$ cat src/rtl/cce_pkg.sv
// Shared types and constants for the controller change emitter.
// No dependencies; used by every module under rtl/.
package cce_pkg;

    // Default slot count
    localparam int SLOTS_DEFAULT = 32;

    // Field widths
    localparam int BYTE_W  = 8;
    localparam int CMD_W   = 2;
    localparam int LANES   = 4;
    localparam int S_DATA_W = 16;
    localparam int M_DATA_W = 24;

    // Byte lanes of one slot word
    localparam int LANE_CUR  = 0;
    localparam int LANE_SENT = 1;
    localparam int LANE_CTRL = 2;
    localparam int LANE_CHAN = 3;

    // Command codes
    typedef enum logic [CMD_W-1:0] {
        CMD_SET_VALUE   = 2'd0,
        CMD_SET_CTRL    = 2'd1,
        CMD_SET_CHANNEL = 2'd2,
        CMD_TICK        = 2'd3
    } t_cmd;

    // One slot as stored in memory, current value in the lowest byte
    typedef struct packed {
        logic [BYTE_W-1:0] chan;
        logic [BYTE_W-1:0] ctrl;
        logic [BYTE_W-1:0] sent;
        logic [BYTE_W-1:0] cur;
    } t_slot;

    // One control-change message
    typedef struct packed {
        logic [BYTE_W-1:0] value;
        logic [BYTE_W-1:0] ctrl;
        logic [BYTE_W-1:0] chan;
    } t_msg;

    // Scanner to output stage
    typedef struct packed {
        logic push;
        logic finish;
        t_msg msg;
    } t_emit;

endpackage

$ cat src/rtl/cce_slot_ram.sv
// Slot table: one synchronous memory, byte-lane writes, registered read.
// Per-lane valid flags make never-written bytes read as zero. Depends on cce_pkg.
module cce_slot_ram
    import cce_pkg::*;
#(
    parameter int NUM_SLOTS = SLOTS_DEFAULT,
    parameter int AW        = (NUM_SLOTS > 1) ? $clog2(NUM_SLOTS) : 1
) (
    input  logic             i_clk,
    input  logic             i_rst_n,
    input  logic             i_we,
    input  logic [AW-1:0]    i_waddr,
    input  logic [LANES-1:0] i_wbe,
    input  t_slot            i_wdata,
    input  logic             i_re,
    input  logic [AW-1:0]    i_raddr,
    output t_slot            o_rdata
);

    logic [LANES-1:0][BYTE_W-1:0] r_mem [NUM_SLOTS];
    logic [LANES-1:0]             r_vld [NUM_SLOTS];
    logic [LANES-1:0][BYTE_W-1:0] r_rdata;
    logic [LANES-1:0]             r_rvld;
    logic [LANES-1:0][BYTE_W-1:0] w_mask;

    // Memory write, byte lanes
    always_ff @(posedge i_clk) begin
        if (i_we) begin
            for (int l = 0; l < LANES; l++) begin
                if (i_wbe[l]) begin
                    r_mem[i_waddr][l] <= i_wdata[l*BYTE_W +: BYTE_W];
                end
            end
        end
    end

    // Lane valid flags, cleared at reset
    always_ff @(posedge i_clk) begin
        if (!i_rst_n) begin
            for (int s = 0; s < NUM_SLOTS; s++) begin
                r_vld[s] <= '0;
            end
        end else if (i_we) begin
            r_vld[i_waddr] <= r_vld[i_waddr] | i_wbe;
        end
    end

    // Registered read; data holds while no read is issued
    always_ff @(posedge i_clk) begin
        if (i_re) begin
            r_rdata <= r_mem[i_raddr];
            r_rvld  <= r_vld[i_raddr];
        end
    end

    // Unwritten lanes read as zero
    always_comb begin
        for (int l = 0; l < LANES; l++) begin
            w_mask[l] = r_rvld[l] ? r_rdata[l] : '0;
        end
    end

    assign o_rdata = t_slot'(w_mask);

endmodule

$ cat src/rtl/cce_scan_seq.sv
// Command sequencer: applies set commands and scans the slot table on a tick.
// Depends on cce_pkg; drives cce_slot_ram and feeds cce_out_stage.
module cce_scan_seq
    import cce_pkg::*;
#(
    parameter int NUM_SLOTS = SLOTS_DEFAULT,
    parameter int AW        = (NUM_SLOTS > 1) ? $clog2(NUM_SLOTS) : 1
) (
    input  logic              i_clk,
    input  logic              i_rst_n,
    // command stream
    input  logic              i_valid,
    output logic              o_ready,
    input  t_cmd              i_cmd,
    input  logic [BYTE_W-1:0] i_index,
    input  logic [BYTE_W-1:0] i_data,
    // slot memory
    output logic              o_we,
    output logic [AW-1:0]     o_waddr,
    output logic [LANES-1:0]  o_wbe,
    output t_slot             o_wdata,
    output logic              o_re,
    output logic [AW-1:0]     o_raddr,
    input  t_slot             i_rdata,
    // output stage
    input  logic              i_can_push,
    output t_emit             o_emit
);

    localparam int CW = $clog2(NUM_SLOTS + 1);

    typedef enum logic {
        ST_IDLE,
        ST_SCAN
    } t_state;

    t_state        r_state, n_state;
    logic          r_has_ticked, n_has_ticked;
    logic [CW-1:0] r_rd_cnt, n_rd_cnt;
    logic          r_dv, n_dv;
    logic [AW-1:0] r_dv_addr, n_dv_addr;

    logic w_change, w_adv, w_more, w_in_range;

    assign w_change   = r_dv && r_has_ticked && (i_rdata.sent != i_rdata.cur);
    assign w_adv      = !w_change || i_can_push;
    assign w_more     = r_rd_cnt != CW'(NUM_SLOTS);
    assign w_in_range = {1'b0, i_index} < 9'(NUM_SLOTS);
    assign o_ready    = r_state == ST_IDLE;

    // Next state, memory access and emission
    always_comb begin
        n_state      = r_state;
        n_has_ticked = r_has_ticked;
        n_rd_cnt     = r_rd_cnt;
        n_dv         = r_dv;
        n_dv_addr    = r_dv_addr;
        o_we         = 1'b0;
        o_waddr      = r_dv_addr;
        o_wbe        = '0;
        o_wdata      = '0;
        o_re         = 1'b0;
        o_raddr      = r_rd_cnt[AW-1:0];
        o_emit.push  = 1'b0;
        o_emit.finish = 1'b0;
        o_emit.msg.chan  = i_rdata.chan;
        o_emit.msg.ctrl  = i_rdata.ctrl;
        o_emit.msg.value = i_rdata.cur;
        unique case (r_state)
            ST_IDLE: begin
                if (i_valid) begin
                    if (i_cmd == CMD_TICK) begin
                        n_state  = ST_SCAN;
                        n_rd_cnt = '0;
                        n_dv     = 1'b0;
                    end else if (w_in_range) begin
                        o_we    = 1'b1;
                        o_waddr = i_index[AW-1:0];
                        o_wdata = {LANES{i_data}};
                        unique case (i_cmd)
                            CMD_SET_VALUE: o_wbe[LANE_CUR]  = 1'b1;
                            CMD_SET_CTRL:  o_wbe[LANE_CTRL] = 1'b1;
                            default:       o_wbe[LANE_CHAN] = 1'b1;
                        endcase
                    end
                end
            end
            ST_SCAN: begin
                if (!r_dv && !w_more) begin
                    // scan drained: flag the last message once it can move
                    if (i_can_push) begin
                        o_emit.finish = 1'b1;
                        n_has_ticked  = 1'b1;
                        n_state       = ST_IDLE;
                    end
                end else if (w_adv) begin
                    // write back sent value of the slot whose read data is presented
                    if (r_dv) begin
                        o_we             = 1'b1;
                        o_wbe[LANE_SENT] = 1'b1;
                        o_wdata.sent     = i_rdata.cur;
                        o_emit.push      = w_change;
                    end
                    // read the next slot
                    o_re      = w_more;
                    n_dv      = w_more;
                    n_dv_addr = r_rd_cnt[AW-1:0];
                    if (w_more) begin
                        n_rd_cnt = r_rd_cnt + CW'(1);
                    end
                end
            end
            default: n_state = ST_IDLE;
        endcase
    end

    // State and scan registers
    always_ff @(posedge i_clk) begin
        if (!i_rst_n) begin
            r_state      <= ST_IDLE;
            r_has_ticked <= 1'b0;
            r_rd_cnt     <= '0;
            r_dv         <= 1'b0;
        end else begin
            r_state      <= n_state;
            r_has_ticked <= n_has_ticked;
            r_rd_cnt     <= n_rd_cnt;
            r_dv         <= n_dv;
        end
        r_dv_addr <= n_dv_addr;
    end

endmodule

$ cat src/rtl/cce_out_stage.sv
// Output stage: one message held back so the final one of a run gets tlast,
// plus the output register toward the master side. Depends on cce_pkg.
module cce_out_stage
    import cce_pkg::*;
(
    input  logic  i_clk,
    input  logic  i_rst_n,
    input  t_emit i_emit,
    output logic  o_can_push,
    output logic  o_valid,
    input  logic  i_ready,
    output t_msg  o_msg,
    output logic  o_last
);

    logic r_pend_v;
    t_msg r_pend;
    logic r_out_v;
    t_msg r_out;
    logic r_out_last;
    logic w_out_free;

    assign w_out_free = !r_out_v || i_ready;
    assign o_can_push = !r_pend_v || w_out_free;

    // Control flags
    always_ff @(posedge i_clk) begin
        if (!i_rst_n) begin
            r_pend_v <= 1'b0;
            r_out_v  <= 1'b0;
        end else begin
            // held message moves out on a new push or at scan end
            if ((i_emit.push || i_emit.finish) && r_pend_v) begin
                r_out_v <= 1'b1;
            end else if (i_ready) begin
                r_out_v <= 1'b0;
            end
            if (i_emit.push) begin
                r_pend_v <= 1'b1;
            end else if (i_emit.finish) begin
                r_pend_v <= 1'b0;
            end
        end
    end

    // Payload
    always_ff @(posedge i_clk) begin
        if (i_emit.push) begin
            r_pend <= i_emit.msg;
            if (r_pend_v) begin
                r_out      <= r_pend;
                r_out_last <= 1'b0;
            end
        end else if (i_emit.finish && r_pend_v) begin
            r_out      <= r_pend;
            r_out_last <= 1'b1;
        end
    end

    assign o_valid = r_out_v;
    assign o_msg   = r_out;
    assign o_last  = r_out_last;

endmodule

$ cat src/rtl/controller_change_emitter.sv
// Controller change emitter, top level. Set transfers go back to back while idle.
// A tick holds off the input until its scan ends; the scan reads one slot per
// cycle, unless the output stalls, through the single read port of the slot memory.
// A result leaves one changed slot later than it is found (the last one at scan end).
// Synchronous active-low reset clears all slot fields to zero at once through
// per-lane valid flags; no clearing pass follows. Depends on cce_pkg and submodules.
module controller_change_emitter
    import cce_pkg::*;
#(
    parameter int NUM_SLOTS = SLOTS_DEFAULT
) (
    input  logic                i_clk,
    input  logic                i_rst_n,
    input  logic                i_s_tvalid,
    output logic                o_s_tready,
    // command: [7:0] index, [15:8] data
    input  logic [S_DATA_W-1:0] i_s_tdata,
    // [1:0] command
    input  logic [CMD_W-1:0]    i_s_tuser,
    // message: [7:0] msg_channel, [15:8] msg_controller, [23:16] msg_value
    output logic                o_m_tvalid,
    input  logic                i_m_tready,
    output logic [M_DATA_W-1:0] o_m_tdata,
    output logic                o_m_tlast
);

    localparam int AW = (NUM_SLOTS > 1) ? $clog2(NUM_SLOTS) : 1;

    logic             w_we, w_re, w_can_push;
    logic [AW-1:0]    w_waddr, w_raddr;
    logic [LANES-1:0] w_wbe;
    t_slot            w_wdata, w_rdata;
    t_emit            w_emit;
    t_msg             w_msg;

    cce_slot_ram #(
        .NUM_SLOTS (NUM_SLOTS),
        .AW        (AW)
    ) u_ram (
        .i_clk   (i_clk),
        .i_rst_n (i_rst_n),
        .i_we    (w_we),
        .i_waddr (w_waddr),
        .i_wbe   (w_wbe),
        .i_wdata (w_wdata),
        .i_re    (w_re),
        .i_raddr (w_raddr),
        .o_rdata (w_rdata)
    );

    cce_scan_seq #(
        .NUM_SLOTS (NUM_SLOTS),
        .AW        (AW)
    ) u_seq (
        .i_clk      (i_clk),
        .i_rst_n    (i_rst_n),
        .i_valid    (i_s_tvalid),
        .o_ready    (o_s_tready),
        .i_cmd      (t_cmd'(i_s_tuser)),
        .i_index    (i_s_tdata[BYTE_W-1:0]),
        .i_data     (i_s_tdata[BYTE_W +: BYTE_W]),
        .o_we       (w_we),
        .o_waddr    (w_waddr),
        .o_wbe      (w_wbe),
        .o_wdata    (w_wdata),
        .o_re       (w_re),
        .o_raddr    (w_raddr),
        .i_rdata    (w_rdata),
        .i_can_push (w_can_push),
        .o_emit     (w_emit)
    );

    cce_out_stage u_out (
        .i_clk      (i_clk),
        .i_rst_n    (i_rst_n),
        .i_emit     (w_emit),
        .o_can_push (w_can_push),
        .o_valid    (o_m_tvalid),
        .i_ready    (i_m_tready),
        .o_msg      (w_msg),
        .o_last     (o_m_tlast)
    );

    assign o_m_tdata = M_DATA_W'(w_msg);

endmodule
$ cat config.mk
export PLATFORM = sky130hd
export DESIGN_NAME = controller_change_emitter
export DESIGN_NICKNAME = d
export VERILOG_FILES = /design/src/rtl/cce_pkg.sv /design/src/rtl/cce_slot_ram.sv /design/src/rtl/cce_scan_seq.sv /design/src/rtl/cce_out_stage.sv /design/src/rtl/controller_change_emitter.sv
export SDC_FILE = /design/constraint.sdc
export NUM_CORES = 1
export LEC_CHECK = 0
export BUFFER_PORTS_ARGS = -buffer_cell sky130_fd_sc_hd__buf_2
export CORE_AREA = 2 2 360 362
export CTS_CLUSTER_SIZE = 8
export DETAILED_ROUTE_END_ITERATION = 8
export DIE_AREA = 0 0 362 364
export PLACE_DENSITY = 0.61
export RECOVER_POWER = 50
export SYNTH_ARGS = -nofsm -noshare
export SYNTH_HDL_FRONTEND = slang
export SYNTH_SLANG_ARGS = --single-unit
$ cat constraint.sdc
create_clock -name i_clk -period 5.8 [get_ports i_clk]
set_input_delay 1.16 -clock i_clk [delete_from_list [all_inputs] [get_ports i_clk]]
set_output_delay 1.16 -clock i_clk [all_outputs]
set_load 0.05 [all_outputs]
# ---- Yosys cells after proc, flatten, opt, wreduce, memory -nomap -nowiden
# Memory sizes are Yosys's and may differ from the RTL's. A register that Yosys moved wholly into a read port is not among the register bits.
# Cells that the tools add are included.
# W data, S select, Z words.
dict set report totals {
  n_memories 2
  inputBits 22
  output_inout_bits 27
  wordCells 144
  register_bits 65
  mem_bits_rw 1152
}
# memory words word_bits read_ports rd_ports_with_merged_regs wr line_no
set memory_table {}
lappend memory_table {u_ram.r_mem 32 32 1 1 1 cce_slot_ram.sv:20} ;# logic [LANES-1:0][BYTE_W-1:0] r_mem [NUM_SLOTS];
lappend memory_table {u_ram.r_vld 32 4 2 1 32 cce_slot_ram.sv:21} ;# logic [LANES-1:0] r_vld [NUM_SLOTS];
dict set report classes {
  reduce_logical 25
  mux 88
  addsub 1
  eq_ne 10
  magnitude_cmp 1
  bitwise 3
}
# op count
set op_table {}
lappend op_table {{$mux W32} 3}
lappend op_table {{$mux W24} 3}
lappend op_table {{$mux W1} 54}
lappend op_table {{$mux W8} 6}
lappend op_table {{$mux W6} 5}
lappend op_table {{$mux W5} 5}
lappend op_table {{$mux W16} 1}
lappend op_table {{$pmux W8 S2} 1}
lappend op_table {{$pmux W6 S2} 1}
lappend op_table {{$mux W2} 5}
lappend op_table {{$ne A2 B2 Y1 const B} 5}
lappend op_table {{$lt A8 B6 Y1 const B} 1}
lappend op_table {{$ne A8 B8 Y1} 1}
lappend op_table {{$add A6 B1 Y6 const B} 1}
lappend op_table {{$ne A6 B6 Y1 const B} 1}
lappend op_table {{$pmux W1 S2} 3}
lappend op_table {{$reduce_and A3 Y1} 2}
lappend op_table {{$reduce_bool A2 Y1} 3}
lappend op_table {{$logic_and A1 B1 Y1} 5}
lappend op_table {{$logic_not A1 Y1} 5}
lappend op_table {{$reduce_and A5 Y1} 1}
lappend op_table {{$logic_or A1 B1 Y1} 4}
lappend op_table {{$mux W4} 1}
lappend op_table {{$or A4 B4 Y4} 1}
lappend op_table {{9 further kinds} 10}

# ---- Depth between registers and ports, before layout
dict set report depth {
  word_depth 13
  ltp_mapped 12
  ltp_nobuf 8
}

# ---- Cells and area by module
# From an unflattened synthesis, not the netlist that was laid out.
dict set report hier_totals {
  cells_unflattened 2432
  hier_area_um2 50657.3
}
# mod area_each_um2 cells_each seq_area_each_um2 instances
set by_module_without_submodules {}
lappend by_module_without_submodules {cce_slot_ram 47807.1 2224 35674.2 1}
lappend by_module_without_submodules {cce_out_stage 1554.0 58 1511.4 1}
lappend by_module_without_submodules {cce_scan_seq 1296.2 150 330.3 1}

# ---- Worst setup path before layout
# Ideal clock, no wire load.
dict set report synth_timing {
  path_kind {input to register}
  start {input i_s_tdata[7]}
  end {memory u_ram.r_mem[0][10] in the netlist's numbering, data pin}
  path_buffers 2
  cell_stages 6
  required_time_ps 5526
  arrival_time_ps 4123
  slack_ps 1403
  setup_time_ps 274
  path_cell_list {or3_1 clkbuf_1 nor3_2 clkbuf_1 and2_1 a21o_1}
}
# item line_no
set synth_lines {}
lappend synth_lines {{start, declared} controller_change_emitter.sv:17} ;# input logic [S_DATA_W-1:0] i_s_tdata,
lappend synth_lines {{end, declared} cce_slot_ram.sv:20}

# ---- Final worst setup path
dict set report layout_timing {
  start {input i_s_tdata[7]}
  end {memory u_ram.r_mem[18][11] in the netlist's numbering, enable pin}
}
dict set report layout_between {
  elab_chain_cells 7
  word_cells_on_any_way 11
  classes_between {order compare: 1; mux: 10}
}
# item line_no
set layout_rtl {}
lappend layout_rtl {{$lt A8 B6 Y1 (*)} cce_scan_seq.sv:48} ;# assign w_in_range = {1'b0, i_index} < 9'(NUM_SLOTS);
lappend layout_rtl {{$mux W1} cce_scan_seq.sv:76} ;# end else if (w_in_range) begin
lappend layout_rtl {{$mux W1} cce_scan_seq.sv:72} ;# if (i_cmd == CMD_TICK) begin
lappend layout_rtl {{$mux W1} cce_scan_seq.sv:71} ;# if (i_valid) begin
lappend layout_rtl {{$pmux W1 S2} cce_scan_seq.sv:69} ;# unique case (r_state)
lappend layout_rtl {{$mux W1} cce_slot_ram.sv:28} ;# if (i_we) begin
lappend layout_rtl {{$mux W1 (not written as such)} cce_slot_ram.sv:31} ;# r_mem[i_waddr][l] <= i_wdata[l*BYTE_W +: BYTE_W];
# Every way passes the cells marked *; elsewhere a longest branch is shown, timed or not.

==> results.md <==
Run status:
- The flow ran to the end, but the final reports show violations.
- The final reports fail on capacitance limit, slew limit.

Floorplan:
- Row generation in the floorplan step produced about 130 rows.
- The die is between 300 and 400 um tall.
- The starting density of the core is 39.6%.
- The number of placed I/O pins is 49.
- The die boundary width is roughly 360 um.
- The floorplan step defined a die boundary enclosing ~130,000 um^2.
- In this run the standard cell core region covers approximately 130,000 um^2.

CTS:
- The total number of H-tree levels is 4.
- The insertion delay to the later sink of the worst-skew pair is approximately 0.76 ns.
- After clock tree synthesis, the setup repair step added 0 buffers.
- The cts-stage hold buffer count is 0.
- The CTS tree is done.
- The number of clock sinks is around 1.3k.
- The cell at the root of the clock tree is sky130_fd_sc_hd__clkbuf_16.
- The count of instances resized after the clock tree is built is 0.
- In this run the deepest clock path goes through 3 buffers.
- The clock buffer count from CTS is 175.
- The clock slew at the register clock pins of the worst setup and hold paths is 0.05 ns.

Layout:
- In the layout the commonest cells are sky130_fd_sc_hd__edfxtp_1, sky130_fd_sc_hd__mux4_2, sky130_fd_sc_hd__clkbuf_16, sky130_fd_sc_hd__o21ai_0, sky130_fd_sc_hd__clkbuf_1.
- The most frequent standard cell in the layout excluding fill and tap cells is sky130_fd_sc_hd__edfxtp_1.
- The share of final-layout standard cells stronger than drive strength 1 is about a quarter.
- The layout has approximately 11k filler cells.
- The number of nets in the layout is approximately 2.7k.
- The core utilization of the finished layout is 45.0%.
- The area of the multi-input gates is around 13,000 um^2.
- Registers take ~38,000 um^2.
- The antenna diode count is 0.
- Compared with the post-synthesis result, the final layout area differs by 13.6%.

Pwr:
- The analysis attributes to cell leakage a power of between 0.015 and 0.02 uW.
- In this run the power density over the cells is 337 nW/um^2.
- The completed layout was analyzed and its total power is slightly below 20,000 uW.
- Across the VDD grid, the largest voltage drop is 0.288 mV.

Logic synthesis:
- The distinct cell type count of the synthesized netlist is 59.
- The biggest area contributor in the post-synthesis netlist is sky130_fd_sc_hd__edfxtp_1.
- The synthesized area divided by synthesized cell count is slightly above 20 um^2.
- The register bit count reported by yosys is about 1.3k.
- Yosys attributes the largest share of cell area to sky130_fd_sc_hd__edfxtp_1, sky130_fd_sc_hd__mux4_2, sky130_fd_sc_hd__and3_1.
- The synthesized design contains 1,242 enable-type register cells.
- The share of flip-flops with an asynchronous set or reset after synthesis is 0%.
- The sequential fraction of the synthesis area is between 70% and 80%.
- In this run the biggest area consumer among cell types represents between 70% and 80% of the synthesized area.
- The number of nets in the synthesized netlist is ~2.5k.
- The cell count after synthesis is between 2k and 3k.
- After synthesis the cells add up to between 50,000 and 60,000 um^2.
- The most used flip-flop cell after synthesis is sky130_fd_sc_hd__edfxtp_1.
- The total number of yosys warnings is 0.

Timing:
- For this run, the top clock speed supported by timing is between 150 and 200 MHz.
- Clock skew on the completed layout was measured at between 0.02 and 0.025 ns.
- Setup repair after global routing left no endpoint under its margin.
- The setup slack after layout is roughly 0.77 ns.
- The final clock period utilization by the worst path is between 80% and 90%.
- The max-slew violation count was a little under 600.
- The clock period could shrink to 5.03 ns.
- The worst pin sits at a relative slew slack of -107%.
- The final number of hold-violating endpoints was 0.
- The total setup violations reported at the end of the flow is 0.
- For the pin with the worst max-slew slack, the measured transition is between 3 and 4 ns.
- After routing, the total negative slack on setup checks comes to 0 ns.

Setup path:
- In this run the worst path has a maximum fanout of 15.
- The kind of start point of the critical path is a primary input.
- STA classifies the critical path endpoint as a flip-flop.
- The origin of the worst setup path is i_s_tdata[7].
- The critical path endpoint is u_ram.r_mem[18][11]$_DFFE_PP_.
- The arrival time of the worst setup path is about 5.4 ns.
- The reg-to-reg endpoint is u_ram.r_rdata[11]$_DFFE_PP_.
- The setup check on the worst reg-to-reg path leaves a slack of about 1 ns.
- At the worst endpoint, the required time is just over 6 ns.
- The startpoint of the lowest-slack register-to-register path is u_seq.r_rd_cnt[1]$_SDFFE_PN0P_.
- For the worst flop-to-flop path, the logic depth is 4.
- The worst setup path is of the primary input to flip-flop kind.

Placed design:
- The number of I/O port buffers is between 40 and 50.
- After legalization and detailed placement, the total HPWL measured about 76,000 um.
- At the end of routability-driven placement, the weighted congestion stood at 0.901.
- At the placement stage, the worst setup path has a slack of around 0.75 ns.

Route:
- The number of remaining DRC errors is 0.
- The detailed router finished its first iteration with about 3.3k violations.
- The sum of routed wire length over all layers is approximately 120,000 um.
- Once detail routing completed, the nets flagged for antenna violations numbered 0.
- Summing over every cut layer, the via total after detailed routing is around 26k.
- The first-pass detailed-route iteration total is 6.
- Dividing the detail-routed wire length by the instance count gives around 28 um.
- The mean number of vias per cell is between 5 and 6.

GRT:
- Global routing consumed, over all layers together, approximately a fifth of the routing resources.
- Summed over all layers, the global routing overflow is 0.
- The first-pass GRT wire length is between 150,000 and 200,000 um.
- The maximum number of pins on one net before global-route repair is about 130.
- The initial antenna violation count is 7.
- The number of global-route vias before repair is 26.6k.

Job:
- The tool flagged a number of max-cap violations equal to 14.

Worst hold path:
- The class of the worst hold path is flip-flop to flip-flop.
## area by class of cell
type                            count  area share, %
Clock buffer                      214           7.94
Clock inverter                     10          0.186
Inverter                            9         0.0584
Multi-Input combinational cell   1070           21.9
Sequential cell                  1253           64.9
Tap cell                         1675           3.63
Timing Repair Buffer              141           1.39
## registers in the layout, indices dropped and copies added (netlist names), 4 cells and up
name             flops
u_ram.r_vld        128
u_ram.r_rvld         4
u_ram.r_mem       1024
u_seq.r_rd_cnt       6
u_seq.r_dv_addr      5
u_ram.r_rdata       32
u_out.r_pend        24
u_out.o_msg         24
## synthesized netlist by cell type (all sizes together) (2+ instances only)
master     n
edfxtp  1242
mux4     371
clkbuf   140
o21ai    112
nor2     103
and3      99
nor3      81
buf       47
and2      41
mux2      39
nand2     35
o21a      16
nand4     14
a21o      13
a31oi     11
dfxtp     11
a22oi     10
inv        9
nand3      9
a21oi      8
a22o       8
a41oi      8
nand3b     7
nor4       7
and4       6
mux2i      6
nand2b     6
xor2       6
nor2b      5
or2        5
a311oi     4
a31o       4
nand4b     4
o32ai      4
a21boi     3
o22ai      3
or3b       3
a222oi     2
ha         2
nor4b      2
or3        2
## through the flow
step | area (um^2) | cells | hold slack (ns)
after CTS | 58100 | 4371 | 0.413
after detailed placement | 53400 | 4147 | 0.405
after global routing | 57800 | 4372 | 0.429
after floorplan | 50900 | 2519 | 0.400
final | 57800 | 4372 | 0.417
after global placement | 53400 | 4147 | 0.407
## kinds of logic (layout without fill, tap and decap cells)
group / Yosys count / after routing / synth area share, %
buffers and inverters: 196 / 374 / 1.50
XOR/XNOR: 6 / 6 / 0.103
AO/OA/AOI/OAI: 214 / 214 / 2.64
AND/OR/NAND/NOR: 432 / 432 / 4.53
flip-flops: 1253 / 1253 / 73.8
multiplexers: 416 / 416 / 17.4
adder cells (fa/ha/maj): 2 / 2 / 0.0492
## layer usage
layer / wire [um] / part of all wire, % / track usage [%]
met1: 51800 / 42 / 26.4
met2: 59200 / 48 / 29.9
met3: 10200 / 8.2 / 4.57
met4: 3070 / 2.5 / 5.33
met5: 57 / 0.046 / 0
## critical path: stages
cell and delay, ns:
sky130_fd_sc_hd__clkbuf_1 0.08, sky130_fd_sc_hd__or3_1 0.50, sky130_fd_sc_hd__nor3_1 1.09, sky130_fd_sc_hd__clkbuf_1 0.43
sky130_fd_sc_hd__a31oi_1 0.77, sky130_fd_sc_hd__nor3_1 1.33
## how the worst min path moves through the flow
| stage | start | end | cells past startpoint |
|---|---|---|---|
| floorplan | u_out.r_pend[0]$_SDFFCE_PN0P_ | u_out.o_msg[0]$_DFFE_PP_ | 0 |
| global placement | u_out.r_pend[14]$_SDFFCE_PN0P_ | u_out.o_msg[14]$_DFFE_PP_ | 0 |
| detailed placement | u_out.r_pend[7]$_SDFFCE_PN0P_ | u_out.o_msg[7]$_DFFE_PP_ | 0 |
| CTS | u_out.r_pend[2]$_SDFFCE_PN0P_ | u_out.o_msg[2]$_DFFE_PP_ | 0 |
| global route | u_out.r_pend[2]$_SDFFCE_PN0P_ | u_out.o_msg[2]$_DFFE_PP_ | 0 |
| finish | u_out.r_pend[2]$_SDFFCE_PN0P_ | u_out.o_msg[2]$_DFFE_PP_ | 0 |
## report_power, final
group	internal [uW]	switching [uW]
Clock	5470	3500
Sequential	9920	40.1
Combinational	202	313
Power figures use the tool's default switching activity.
